**config.mk**
```make
export PLATFORM = sky130hd
export DESIGN_NAME = depth_pixel_threshold_trim_flat
export DESIGN_NICKNAME = d
export VERILOG_FILES = /design/src/sv/dptt_pkg.sv /design/src/sv/dptt_ifs.sv /design/src/sv/dptt_front.sv /design/src/sv/dptt_fifo.sv /design/src/sv/dptt_back.sv /design/src/sv/depth_pixel_threshold_trim.sv /design/src/flat_wrapper.sv
export SDC_FILE = /design/constraint.sdc
export NUM_CORES = 2
export LEC_CHECK = 0
export ABC_AREA = 1
export BUFFER_PORTS_ARGS = -buffer_cell sky130_fd_sc_hd__buf_2
export CAP_MARGIN = 20
export CORE_ASPECT_RATIO = 0.6
export CORE_MARGIN = 4
export CORE_UTILIZATION = 60
export DETAILED_ROUTE_END_ITERATION = 8
export GPL_ROUTABILITY_DRIVEN = 0
export PLACE_DENSITY = 0.76
export SYNTH_ARGS = -nofsm -noshare
export SYNTH_HDL_FRONTEND = slang
export SYNTH_SLANG_ARGS = --single-unit
```
**constraint.sdc**
```tcl
create_clock -name clk -period 10.9 [get_ports clk]
set_input_delay 2.18 -clock clk [delete_from_list [all_inputs] [get_ports clk]]
set_output_delay 2.18 -clock clk [all_outputs]
set_load 0.02 [all_outputs]
```
**src/sv/dptt_pkg.sv**
```systemverilog
`timescale 1ns / 1ps
// ----------------------------------------------------------------------------
// dptt_pkg
// Shared constants, types and helper functions of the depth pixel
// threshold and trim block.
// ----------------------------------------------------------------------------
package dptt_pkg;

	// Frame geometry limits.
	localparam int MAX_WIDTH  = 2048;
	localparam int MAX_HEIGHT = 2048;
	localparam int COL_W      = $clog2(MAX_WIDTH);
	localparam int ROW_W      = $clog2(MAX_HEIGHT);
	localparam int FW_W       = 12;
	localparam int WCMP_W     = ((COL_W + 1 > FW_W) ? COL_W + 1 : FW_W) + 1;

	// Configuration port.
	localparam int REG_IDX_W  = 3;
	localparam int CFG_DATA_W = 16;
	localparam logic [REG_IDX_W-1:0] REG_LOW_LIMIT   = REG_IDX_W'(0);
	localparam logic [REG_IDX_W-1:0] REG_HIGH_LIMIT  = REG_IDX_W'(1);
	localparam logic [REG_IDX_W-1:0] REG_BOX_X_LOW   = REG_IDX_W'(2);
	localparam logic [REG_IDX_W-1:0] REG_BOX_X_HIGH  = REG_IDX_W'(3);
	localparam logic [REG_IDX_W-1:0] REG_BOX_Y_LOW   = REG_IDX_W'(4);
	localparam logic [REG_IDX_W-1:0] REG_BOX_Y_HIGH  = REG_IDX_W'(5);
	localparam logic [REG_IDX_W-1:0] REG_MODE_FLAGS  = REG_IDX_W'(6);
	localparam logic [REG_IDX_W-1:0] REG_FRAME_WIDTH = REG_IDX_W'(7);

	// Bit positions in mode_flags.
	localparam int MODE_WHITEN = 0;
	localparam int MODE_TRIM   = 1;
	localparam int MODE_INVERT = 2;
	localparam int MODE_USER   = 3;

	// Coordinate arithmetic widths.
	localparam int DEPTH_W = 16;
	localparam int FAC_BASE = (COL_W > ROW_W) ? COL_W : ROW_W;
	localparam int FAC_W   = ((FAC_BASE > 10) ? FAC_BASE : 10) + 1;
	localparam int MAG_W   = FAC_W + DEPTH_W;
	localparam int K_W     = 24;
	localparam int PROD_W  = MAG_W + K_W;
	localparam int CMP_W   = ((PROD_W > 50) ? PROD_W : 50) + 2;

	// Scale factors of the x and y axes (Q23 and Q24) and their divisors.
	localparam logic [K_W-1:0] KX = K_W'(9323658);
	localparam logic [K_W-1:0] KY = K_W'(13985487);
	localparam logic signed [CMP_W-1:0] X_DEN = CMP_W'(40960);
	localparam logic signed [CMP_W-1:0] Y_DEN = CMP_W'(61440);

	// Queue between front and back.
	localparam int FIFO_DEPTH = 4;
	localparam int FIFO_AW    = $clog2(FIFO_DEPTH);

	typedef struct packed {
		logic        [15:0]     low_limit;
		logic        [15:0]     high_limit;
		logic signed [15:0]     box_x_low;
		logic signed [15:0]     box_x_high;
		logic signed [15:0]     box_y_low;
		logic signed [15:0]     box_y_high;
		logic        [3:0]      mode_flags;
		logic        [FW_W-1:0] frame_width;
	} cfg_t;

	typedef struct packed {
		logic [7:0]       hi;
		logic [7:0]       lo;
		logic [7:0]       ub;
		logic [7:0]       al;
		logic             fail;
		logic             xneg;
		logic [FAC_W-1:0] xmag;
		logic             yneg;
		logic [FAC_W-1:0] ymag;
	} entry_t;

	// Bound * 2^18 * 40960, that is bound * 5 * 2^31.
	function automatic logic signed [CMP_W-1:0] thr_x(input logic signed [15:0] b);
		logic signed [CMP_W-1:0] e;
		e = {{(CMP_W-16){b[15]}}, b};
		return (e <<< 33) + (e <<< 31);
	endfunction

	// Bound * 2^18 * 61440, that is bound * 15 * 2^30.
	function automatic logic signed [CMP_W-1:0] thr_y(input logic signed [15:0] b);
		logic signed [CMP_W-1:0] e;
		e = {{(CMP_W-16){b[15]}}, b};
		return (e <<< 34) - (e <<< 30);
	endfunction

endpackage

```
**src/sv/dptt_ifs.sv**
```systemverilog
`timescale 1ns / 1ps
// ----------------------------------------------------------------------------
// dptt interfaces
// Pixel input, pixel output and configuration write channels.
// ----------------------------------------------------------------------------
interface dptt_pix_in_if;
	logic       valid;
	logic       ready;
	logic [7:0] depth_high;
	logic [7:0] depth_low;
	logic [7:0] user_byte;
	logic [7:0] alpha_in;
	logic       frame_start;

	modport source (output valid, depth_high, depth_low, user_byte, alpha_in, frame_start,
		input ready);
	modport sink (input valid, depth_high, depth_low, user_byte, alpha_in, frame_start,
		output ready);
endinterface

interface dptt_pix_out_if;
	logic       valid;
	logic       ready;
	logic [7:0] red_out;
	logic [7:0] green_out;
	logic [7:0] blue_out;
	logic [7:0] alpha_out;

	modport source (output valid, red_out, green_out, blue_out, alpha_out, input ready);
	modport sink (input valid, red_out, green_out, blue_out, alpha_out, output ready);
endinterface

interface dptt_cfg_if import dptt_pkg::*; ();
	logic                  valid;
	logic                  ready;
	logic [REG_IDX_W-1:0]  index;
	logic [CFG_DATA_W-1:0] data;

	modport source (output valid, index, data, input ready);
	modport sink (input valid, index, data, output ready);
endinterface

```
**src/sv/dptt_front.sv**
```systemverilog
`timescale 1ns / 1ps
// ----------------------------------------------------------------------------
// dptt_front
// Accepts pixels, tracks column and row, applies the depth limit test and
// forms the signed coordinate factors for the back end.
// ----------------------------------------------------------------------------
module dptt_front import dptt_pkg::*; (
	input  logic           clk,
	input  logic           arst_n,
	dptt_pix_in_if.sink    pix_in,
	input  cfg_t           cfg,
	input  logic           fifo_full,
	output logic           push,
	output entry_t         push_data
);

	logic [COL_W-1:0]   col_q;
	logic [ROW_W-1:0]   row_q;
	logic [COL_W-1:0]   col_use;
	logic [ROW_W-1:0]   row_use;
	logic [WCMP_W-1:0]  width_eff;
	logic [WCMP_W-1:0]  col_inc;
	logic               wrap;
	logic [ROW_W-1:0]   row_inc;
	logic [15:0]        depth;
	logic [7:0]         mark;
	logic [FAC_W+1:0]   xu;
	logic [FAC_W+1:0]   xn;
	logic [FAC_W+1:0]   yu;
	logic [FAC_W+1:0]   yn;

	assign pix_in.ready = !fifo_full;
	assign push         = pix_in.valid && !fifo_full;

	// A frame start clears the counters before this pixel uses them.
	assign col_use = pix_in.frame_start ? '0 : col_q;
	assign row_use = pix_in.frame_start ? '0 : row_q;

	always_comb begin
		if (cfg.frame_width == '0) begin
			width_eff = WCMP_W'(1);
		end else if (WCMP_W'(cfg.frame_width) > WCMP_W'(MAX_WIDTH)) begin
			width_eff = WCMP_W'(MAX_WIDTH);
		end else begin
			width_eff = WCMP_W'(cfg.frame_width);
		end
	end

	assign col_inc = WCMP_W'(col_use) + WCMP_W'(1);
	assign wrap    = col_inc >= width_eff;
	assign row_inc = (row_use == ROW_W'(MAX_HEIGHT - 1)) ? '0 : row_use + ROW_W'(1);

	always_ff @(posedge clk or negedge arst_n) begin
		if (!arst_n) begin
			col_q <= '0;
			row_q <= '0;
		end else if (push) begin
			col_q <= wrap ? '0 : col_inc[COL_W-1:0];
			row_q <= wrap ? row_inc : row_use;
		end
	end

	assign depth = {pix_in.depth_high, pix_in.depth_low};
	assign mark  = cfg.mode_flags[MODE_USER] ? pix_in.user_byte : 8'd0;

	// x factor 2*(col+1) - 640, y factor 480 - 2*(row+1), split into sign and size.
	assign xu = (FAC_W+2)'({col_use, 1'b0}) + (FAC_W+2)'(2) - (FAC_W+2)'(640);
	assign xn = -xu;
	assign yu = (FAC_W+2)'(478) - (FAC_W+2)'({row_use, 1'b0});
	assign yn = -yu;

	always_comb begin
		push_data.hi   = pix_in.depth_high;
		push_data.lo   = pix_in.depth_low;
		push_data.ub   = pix_in.user_byte;
		push_data.al   = pix_in.alpha_in;
		push_data.fail = (depth < cfg.low_limit) ||
			((depth > cfg.high_limit) && (mark == 8'd0));
		push_data.xneg = xu[FAC_W+1];
		push_data.xmag = xu[FAC_W+1] ? xn[FAC_W-1:0] : xu[FAC_W-1:0];
		push_data.yneg = yu[FAC_W+1];
		push_data.ymag = yu[FAC_W+1] ? yn[FAC_W-1:0] : yu[FAC_W-1:0];
	end

endmodule

```
**src/sv/dptt_fifo.sv**
```systemverilog
`timescale 1ns / 1ps
// ----------------------------------------------------------------------------
// dptt_fifo
// Short queue of classified pixels between the front and the back end.
// ----------------------------------------------------------------------------
module dptt_fifo import dptt_pkg::*; (
	input  logic   clk,
	input  logic   arst_n,
	input  logic   push,
	input  entry_t push_data,
	output logic   full,
	input  logic   pop,
	output logic   empty,
	output entry_t pop_data
);

	entry_t             mem_q [FIFO_DEPTH];
	logic [FIFO_AW-1:0] wr_ptr_q;
	logic [FIFO_AW-1:0] rd_ptr_q;
	logic [FIFO_AW:0]   count_q;

	assign full     = count_q == (FIFO_AW+1)'(FIFO_DEPTH);
	assign empty    = count_q == '0;
	assign pop_data = mem_q[rd_ptr_q];

	always_ff @(posedge clk) begin
		if (push) begin
			mem_q[wr_ptr_q] <= push_data;
		end
	end

	always_ff @(posedge clk or negedge arst_n) begin
		if (!arst_n) begin
			wr_ptr_q <= '0;
			rd_ptr_q <= '0;
			count_q  <= '0;
		end else begin
			if (push) begin
				wr_ptr_q <= (wr_ptr_q == FIFO_AW'(FIFO_DEPTH - 1)) ? '0 : wr_ptr_q + FIFO_AW'(1);
			end
			if (pop) begin
				rd_ptr_q <= (rd_ptr_q == FIFO_AW'(FIFO_DEPTH - 1)) ? '0 : rd_ptr_q + FIFO_AW'(1);
			end
			if (push && !pop) begin
				count_q <= count_q + (FIFO_AW+1)'(1);
			end else if (pop && !push) begin
				count_q <= count_q - (FIFO_AW+1)'(1);
			end
		end
	end

	a_count_bound: assert property (@(posedge clk) disable iff (!arst_n)
		count_q <= (FIFO_AW+1)'(FIFO_DEPTH))
		else $error("queue holds more items than it has entries");

	a_no_underflow: assert property (@(posedge clk) disable iff (!arst_n)
		pop |-> !empty)
		else $error("queue popped while empty");

endmodule

```
**src/sv/dptt_back.sv**
```systemverilog
`timescale 1ns / 1ps
// ----------------------------------------------------------------------------
// dptt_back
// Three-stage pipeline: depth product, scale product with bound setup, and
// the box test that forms the output pixel in the output register.
// ----------------------------------------------------------------------------
module dptt_back import dptt_pkg::*; (
	input  logic          clk,
	input  logic          arst_n,
	input  cfg_t          cfg,
	input  logic          fifo_empty,
	input  entry_t        fifo_data,
	output logic          fifo_pop,
	dptt_pix_out_if.source pix_out
);

	logic                     en;

	logic                     v_s1;
	logic [31:0]              px_s1;
	logic                     fail_s1;
	logic                     xneg_s1;
	logic                     yneg_s1;
	logic [MAG_W-1:0]         xm_s1;
	logic [MAG_W-1:0]         ym_s1;

	logic                     v_s2;
	logic [31:0]              px_s2;
	logic                     fail_s2;
	logic                     xneg_s2;
	logic                     yneg_s2;
	logic [PROD_W-1:0]        mx_s2;
	logic [PROD_W-1:0]        my_s2;
	logic signed [CMP_W-1:0]  bxh_s2;
	logic signed [CMP_W-1:0]  bxl_s2;
	logic signed [CMP_W-1:0]  byh_s2;
	logic signed [CMP_W-1:0]  byl_s2;

	logic signed [CMP_W-1:0]  thxh;
	logic signed [CMP_W-1:0]  thxl;
	logic signed [CMP_W-1:0]  thyh;
	logic signed [CMP_W-1:0]  thyl;
	logic signed [CMP_W-1:0]  mx;
	logic signed [CMP_W-1:0]  my;
	logic                     in_x;
	logic                     in_y;
	logic [7:0]               fill_fail;
	logic [7:0]               fill_white;
	logic [31:0]              res;

	logic                     out_v_q;
	logic [31:0]              out_q;

	// The whole pipeline moves when the output register is free or being taken.
	assign en       = !out_v_q || pix_out.ready;
	assign fifo_pop = en && !fifo_empty;

	always_ff @(posedge clk or negedge arst_n) begin
		if (!arst_n) begin
			v_s1    <= 1'b0;
			v_s2    <= 1'b0;
			out_v_q <= 1'b0;
		end else if (en) begin
			v_s1    <= !fifo_empty;
			v_s2    <= v_s1;
			out_v_q <= v_s2;
		end
	end

	// Stage 1: |factor| * depth.
	always_ff @(posedge clk) begin
		if (en) begin
			px_s1   <= {fifo_data.hi, fifo_data.lo, fifo_data.ub, fifo_data.al};
			fail_s1 <= fifo_data.fail;
			xneg_s1 <= fifo_data.xneg;
			yneg_s1 <= fifo_data.yneg;
			xm_s1   <= MAG_W'(fifo_data.xmag) * MAG_W'({fifo_data.hi, fifo_data.lo});
			ym_s1   <= MAG_W'(fifo_data.ymag) * MAG_W'({fifo_data.hi, fifo_data.lo});
		end
	end

	// Bounds scaled by 2^18 and by the divisor; stage 2 folds them for the sign of the factor.
	assign thxh = thr_x(cfg.box_x_high);
	assign thxl = thr_x(cfg.box_x_low);
	assign thyh = thr_y(cfg.box_y_high);
	assign thyl = thr_y(cfg.box_y_low);

	// Stage 2: scale product and per-item compare bounds.
	always_ff @(posedge clk) begin
		if (en) begin
			px_s2   <= px_s1;
			fail_s2 <= fail_s1;
			xneg_s2 <= xneg_s1;
			yneg_s2 <= yneg_s1;
			mx_s2   <= PROD_W'(xm_s1) * PROD_W'(KX);
			my_s2   <= PROD_W'(ym_s1) * PROD_W'(KY);
			bxh_s2  <= xneg_s1 ? X_DEN - thxh : thxh;
			bxl_s2  <= xneg_s1 ? -thxl : thxl + X_DEN;
			byh_s2  <= yneg_s1 ? Y_DEN - thyh : thyh;
			byl_s2  <= yneg_s1 ? -thyl : thyl + Y_DEN;
		end
	end

	// Stage 3: strict box test on the truncated quotient, done on the product.
	assign mx = $signed({{(CMP_W-PROD_W){1'b0}}, mx_s2});
	assign my = $signed({{(CMP_W-PROD_W){1'b0}}, my_s2});
	assign in_x = xneg_s2 ? ((mx >= bxh_s2) && (mx < bxl_s2)) :
		((mx < bxh_s2) && (mx >= bxl_s2));
	assign in_y = yneg_s2 ? ((my >= byh_s2) && (my < byl_s2)) :
		((my < byh_s2) && (my >= byl_s2));

	assign fill_fail  = cfg.mode_flags[MODE_INVERT] ? 8'hFF : 8'h00;
	assign fill_white = cfg.mode_flags[MODE_INVERT] ? 8'h00 : 8'hFF;

	always_comb begin
		if (fail_s2) begin
			res = {4{fill_fail}};
		end else if (cfg.mode_flags[MODE_TRIM] && !(in_x && in_y)) begin
			res = '0;
		end else if (cfg.mode_flags[MODE_WHITEN]) begin
			res = {4{fill_white}};
		end else begin
			res = px_s2;
		end
	end

	always_ff @(posedge clk) begin
		if (en) begin
			out_q <= res;
		end
	end

	assign pix_out.valid     = out_v_q;
	assign pix_out.red_out   = out_q[31:24];
	assign pix_out.green_out = out_q[23:16];
	assign pix_out.blue_out  = out_q[15:8];
	assign pix_out.alpha_out = out_q[7:0];

	a_fail_fills: assert property (@(posedge clk) disable iff (!arst_n)
		(en && v_s2 && fail_s2) |=>
		(out_q[31:24] == out_q[23:16] && out_q[23:16] == out_q[15:8] &&
		out_q[15:8] == out_q[7:0]))
		else $error("rejected pixel did not leave as a uniform fill");

	a_out_from_s2: assert property (@(posedge clk) disable iff (!arst_n)
		$rose(out_v_q) |-> $past(v_s2))
		else $error("output became valid without an item in the last stage");

endmodule

```
**src/sv/depth_pixel_threshold_trim.sv**
```systemverilog
`timescale 1ns / 1ps
// ----------------------------------------------------------------------------
// depth_pixel_threshold_trim
// Depth limit test, box trim, whitening and inversion of a depth pixel stream.
// ----------------------------------------------------------------------------
// A pixel accepted at the input passes the queue, back-end stages 1 and 2
//   and the output register. Throughput: one pixel per cycle while the
//   output side does not stall, set by the fully pipelined back end.
// A four-entry queue lets the input keep flowing while the output stalls.
// Reset (arst_n low) clears the counters, the queue and all valid flags and loads
//   every configuration register with its default.
// ----------------------------------------------------------------------------
module depth_pixel_threshold_trim import dptt_pkg::*; (
	input  logic           clk,
	input  logic           arst_n,
	dptt_pix_in_if.sink    pix_in,
	dptt_pix_out_if.source pix_out,
	dptt_cfg_if.sink       cfg
);

	// Configuration registers. Writes are always taken; the register index
	// space is exactly the eight registers below.
	cfg_t   cfg_q;

	// Front to queue and queue to back.
	logic   push;
	entry_t push_data;
	logic   fifo_full;
	logic   fifo_pop;
	logic   fifo_empty;
	entry_t fifo_data;

	assign cfg.ready = 1'b1;

	always_ff @(posedge clk or negedge arst_n) begin
		if (!arst_n) begin
			cfg_q.low_limit   <= 16'd10;
			cfg_q.high_limit  <= 16'd3000;
			cfg_q.box_x_low   <= -16'sd2000;
			cfg_q.box_x_high  <= 16'sd2000;
			cfg_q.box_y_low   <= -16'sd2000;
			cfg_q.box_y_high  <= 16'sd2000;
			cfg_q.mode_flags  <= 4'd0;
			cfg_q.frame_width <= FW_W'(640);
		end else if (cfg.valid) begin
			case (cfg.index)
				REG_LOW_LIMIT:   cfg_q.low_limit   <= cfg.data;
				REG_HIGH_LIMIT:  cfg_q.high_limit  <= cfg.data;
				REG_BOX_X_LOW:   cfg_q.box_x_low   <= cfg.data;
				REG_BOX_X_HIGH:  cfg_q.box_x_high  <= cfg.data;
				REG_BOX_Y_LOW:   cfg_q.box_y_low   <= cfg.data;
				REG_BOX_Y_HIGH:  cfg_q.box_y_high  <= cfg.data;
				REG_MODE_FLAGS:  cfg_q.mode_flags  <= cfg.data[3:0];
				REG_FRAME_WIDTH: cfg_q.frame_width <= cfg.data[FW_W-1:0];
				default: begin
				end
			endcase
		end
	end

	// The front end places each pixel in its frame, applies the depth limits
	// (a pixel above the high limit is still kept when it carries a user mark)
	// and splits the coordinate factors into sign and magnitude.
	dptt_front u_front (
		.clk       (clk),
		.arst_n    (arst_n),
		.pix_in    (pix_in),
		.cfg       (cfg_q),
		.fifo_full (fifo_full),
		.push      (push),
		.push_data (push_data)
	);

	// The queue decouples the front from stalls at the output.
	dptt_fifo u_fifo (
		.clk       (clk),
		.arst_n    (arst_n),
		.push      (push),
		.push_data (push_data),
		.full      (fifo_full),
		.pop       (fifo_pop),
		.empty     (fifo_empty),
		.pop_data  (fifo_data)
	);

	// The back end computes the real position in Q18 fixed point. The truncated
	// quotient is never formed: the strict box bounds are scaled by the divisor
	// instead and compared against the raw product.
	dptt_back u_back (
		.clk        (clk),
		.arst_n     (arst_n),
		.cfg        (cfg_q),
		.fifo_empty (fifo_empty),
		.fifo_data  (fifo_data),
		.fifo_pop   (fifo_pop),
		.pix_out    (pix_out)
	);

endmodule

```
**src/flat_wrapper.sv**
```systemverilog
// flat-port wrapper written by rule: the top's interface ports become plain ports
module depth_pixel_threshold_trim_flat import dptt_pkg::*;
  (clk, arst_n, pix_in_valid, pix_in_depth_high, pix_in_depth_low, pix_in_user_byte, pix_in_alpha_in, pix_in_frame_start, pix_in_ready, pix_out_valid, pix_out_red_out, pix_out_green_out, pix_out_blue_out, pix_out_alpha_out, pix_out_ready, cfg_valid, cfg_index, cfg_data, cfg_ready);
  dptt_pix_in_if pix_in_i ();
  dptt_pix_out_if pix_out_i ();
  dptt_cfg_if cfg_i ();
  input  logic clk;
  input  logic arst_n;
  input wire logic [$bits(pix_in_i.valid)-1:0] pix_in_valid;
  input wire logic [$bits(pix_in_i.depth_high)-1:0] pix_in_depth_high;
  input wire logic [$bits(pix_in_i.depth_low)-1:0] pix_in_depth_low;
  input wire logic [$bits(pix_in_i.user_byte)-1:0] pix_in_user_byte;
  input wire logic [$bits(pix_in_i.alpha_in)-1:0] pix_in_alpha_in;
  input wire logic [$bits(pix_in_i.frame_start)-1:0] pix_in_frame_start;
  output wire logic [$bits(pix_in_i.ready)-1:0] pix_in_ready;
  output wire logic [$bits(pix_out_i.valid)-1:0] pix_out_valid;
  output wire logic [$bits(pix_out_i.red_out)-1:0] pix_out_red_out;
  output wire logic [$bits(pix_out_i.green_out)-1:0] pix_out_green_out;
  output wire logic [$bits(pix_out_i.blue_out)-1:0] pix_out_blue_out;
  output wire logic [$bits(pix_out_i.alpha_out)-1:0] pix_out_alpha_out;
  input wire logic [$bits(pix_out_i.ready)-1:0] pix_out_ready;
  input wire logic [$bits(cfg_i.valid)-1:0] cfg_valid;
  input wire logic [$bits(cfg_i.index)-1:0] cfg_index;
  input wire logic [$bits(cfg_i.data)-1:0] cfg_data;
  output wire logic [$bits(cfg_i.ready)-1:0] cfg_ready;
  assign pix_in_i.valid = pix_in_valid;
  assign pix_in_i.depth_high = pix_in_depth_high;
  assign pix_in_i.depth_low = pix_in_depth_low;
  assign pix_in_i.user_byte = pix_in_user_byte;
  assign pix_in_i.alpha_in = pix_in_alpha_in;
  assign pix_in_i.frame_start = pix_in_frame_start;
  assign pix_in_ready = pix_in_i.ready;
  assign pix_out_valid = pix_out_i.valid;
  assign pix_out_red_out = pix_out_i.red_out;
  assign pix_out_green_out = pix_out_i.green_out;
  assign pix_out_blue_out = pix_out_i.blue_out;
  assign pix_out_alpha_out = pix_out_i.alpha_out;
  assign pix_out_i.ready = pix_out_ready;
  assign cfg_i.valid = cfg_valid;
  assign cfg_i.index = cfg_index;
  assign cfg_i.data = cfg_data;
  assign cfg_ready = cfg_i.ready;
  depth_pixel_threshold_trim u_core (.clk(clk), .arst_n(arst_n), .pix_in(pix_in_i), .pix_out(pix_out_i), .cfg(cfg_i));
endmodule
```
==> results.txt <==
Post-Route WL: 186100 um
Worst setup endpoint: u_core.u_back.xm_s1[26]
CP Data Required Time: 11320 ps
Area contributors post-synth: edfxtp_1 (25%), fa_1 (20%), ha_1 (16%)
Post-CTS Hold Buffers: 0
R2r setup slk: 2950 ps
GRT Util Overall: 31.11%
Initial Utilization: 60.72%
Clock slew at reported path FFs: 70 ps
Num CTS Buffers: 73
Root Driver: clkbuf_16
Worst Skew: 36.33 ps
Flops & latches, synth: 720
Vias/cell: 5.717
Initial antenna violation count: 8
Row count: 96
CTS Buffer Depth: 3
H-tree Lvls: 3
Top cell type's share of synthesized area: 24.81%
RR Endpoint: u_core.u_back.xm_s1[26]
Fin crit period: 7954 ps
CTS tree: built
Largest net degree at the start of global routing: 142
Worst Setup SP: u_core.u_fifo.rd_ptr_q[1]
WHS Path Cells: 0
Synth top cells by count: inv_1 (1590), nand2_1 (1374), ha_1 (878), fa_1 (702), nor2_1 (616)
EDFF count, synth: 576
Final worst-path cycle share: 72.97%
Sequential cell area fraction in the yosys report: 30.04%
Setup crit start kind: flop
Post-Syn Instances: 7590
Count leader, synth: inv_1
Critical path class: flop to flop
HPWL after detailed placement: 149100 um
Number of buffers added for setup after CTS: 0
Post-synthesis area per instance: 9.186 sq um
Worst Setup End Kind: flop
Fin nets: 9316
Syn nets: 9227
# IOs: 92
I/O Buffers: 90
First DRT Iteration DRCs: 5993
Skew-Pair Late Insertion Delay: 690 ps
Max cap viols: 0
ANT nets after route: 0
Library cells used by synthesis: 67
Gr ovfl total: 0
Worst slew pin tran: 1157 ps
RSZ-0062 raised after global routing: false
Hold Path Class: flop to flop
First-pass GRT wire length: 293200 um
Synthesis Warnings: 0
Vias: 52960
Main synth FF type: edfxtp_1
Max Clk Rate: 125.7 MHz
Vias in the first global route: 52480
Layout cell share with drive strength beyond 1: 5.245%
Slew headroom: 22.76%
Status: finished, final reports clean
DRT Pass-1 Iters: 7
Core area: 114800 sq um
Cell taking the most area after synthesis: edfxtp_1
DIE AREA: 121900 sq um
Fraction of registers with async set/reset: 20.00%
Post-cts resize count: 0
Mapped Area: 69720 sq um
DR DRC count: 0
Clock sink total: 720
Final Max Slew Viols: 0
Post-detailed-route wirelength per cell: 20.08 um
Crit-path max FO: 56
Die Wd: 448.1 um
Origin of the critical flop-to-flop path: u_core.u_fifo.rd_ptr_q[1]
Crit path arrival time: 8380 ps
Layout area overhead: 6.839%
Endpoints failing hold: 0
# setup viols final: 0
Setup TNS: 0 ps
HP Start: u_core.u_back.fail_s1
Die H: 272.0 um
FF-to-FF path depth: 22
-- cell type report --
cell class                      count  area, sq um
Multi-Input combinational cell   5124        42180
Fill cell                        9097        40340
Sequential cell                   720        20950
Inverter                         1611         6061
Clock buffer                       98         1971
Tap cell                         1519         1901
Timing Repair Buffer              149        924.6
Clock inverter                     38        488.0
Antenna cell                        5        12.51
-- cells in the final DEF, fill, tap and decap left out, types with 8 or more instances in the layout --
cell / netlist / final
a21boi_0: 10 / 10
a21o_1: 32 / 32
a21oi_1: 359 / 359
a31oi_1: 32 / 32
a32oi_1: 31 / 31
buf_2: 31 / 89
buf_4: 4 / 57
clkbuf_1: 95 / 20
clkbuf_16: 0 / 73
clkinv_1: 4 / 8
dfrtp_1: 107 / 106
dfstp_2: 37 / 37
edfxtp_1: 576 / 576
fa_1: 702 / 702
ha_1: 878 / 878
inv_1: 1590 / 1589
inv_2: 16 / 16
nand2_1: 1374 / 1374
nand2_2: 17 / 17
nand3_1: 211 / 211
nand3_2: 13 / 13
nand3b_1: 14 / 14
nand4_1: 55 / 55
nor2_1: 616 / 612
nor2_2: 14 / 14
nor2_4: 5 / 9
nor3_1: 45 / 44
nor4_1: 20 / 20
o21a_1: 10 / 10
o21ai_0: 324 / 324
o21ai_1: 16 / 16
o21bai_1: 20 / 20
o22ai_1: 20 / 20
xnor2_1: 65 / 65
xor2_1: 166 / 166
-- metal layers --
layer  GRT usage (%)  share of wire [%]
met4           5.888                1.8
met3           12.80                 16
met5               0                  0
met1           47.30                 44
met2           41.68                 39
-- critical path, cell delays in order, from the launching register on --
cell and delay [ps]:
dfrtp_1 670, inv_2 710, buf_4 630, a21oi_1 110, a32oi_2 820, nand2_1 190, fa_1 570, inv_1 50
fa_1 470, fa_1 490, inv_1 50, fa_1 510, fa_1 540, inv_1 40, ha_1 370, nand2_1 130
nor4_1 500, o21ai_0 200, nand3_1 230, nand2_1 90, nand2_1 80, a21oi_1 70, xnor2_1 120
-- flip-flops by register name, summed over array words and instances, names as in the netlist, 32 cells and up --
name,flops
u_core.u_fifo.mem_q,228
u_core.cfg_q,112
u_core.u_back.my_s2,51
u_core.u_back.mx_s2,50
u_core.u_back.out_q,32
u_core.u_back.px_s1,32
u_core.u_back.px_s2,32
-- cells by family (layout without fill, tap and decap cells) --
kind of cell / Yosys count / in the layout / share of synthesized area [%]
compound gates: 897 / 897 / 7.227
xor+xnor: 241 / 241 / 3.151
fa+ha+maj: 1580 / 1580 / 35.91
buf+inv: 1746 / 1896 / 9.506
flops: 720 / 720 / 30.04
other cells: 1 / 6 / 0.005379
simple gates: 2405 / 2405 / 14.15
-- how the worst min path moves through the flow --
| stage | slack (ps) | to |
|---|---|---|
| global placement | 400 | u_core.u_back.px_s2[8] |
| CTS | 420 | u_core.u_back.fail_s2 |
| detailed placement | 400 | u_core.u_back.fail_s2 |
| global route | 420 | u_core.u_back.fail_s2 |
| finish | 420 | u_core.u_back.fail_s2 |
| floorplan | 400 | u_core.u_back.fail_s2 |
-- stage by stage --
| step | util (%) | hold slack (ps) | setup WS [ps] | instances | instance area (sq um) |
|---|---|---|---|---|---|
| global placement | 62.70 | 401.8 | 3286 | 9122 | 72000 |
| detailed placement | 62.72 | 404.5 | 3111 | 9123 | 72020 |
| global route | 64.86 | 416.5 | 2439 | 9260 | 74480 |
| floorplan | - | 400.3 | 1198 | 7590 | 69720 |
| CTS | 64.86 | 415.6 | 3063 | 9259 | 74480 |
| finish | 64.87 | 415.3 | 2946 | 9264 | 74490 |
Power is not shown: default switching activity piles up to over one toggle a cycle in this logic, so the estimate is an artifact.
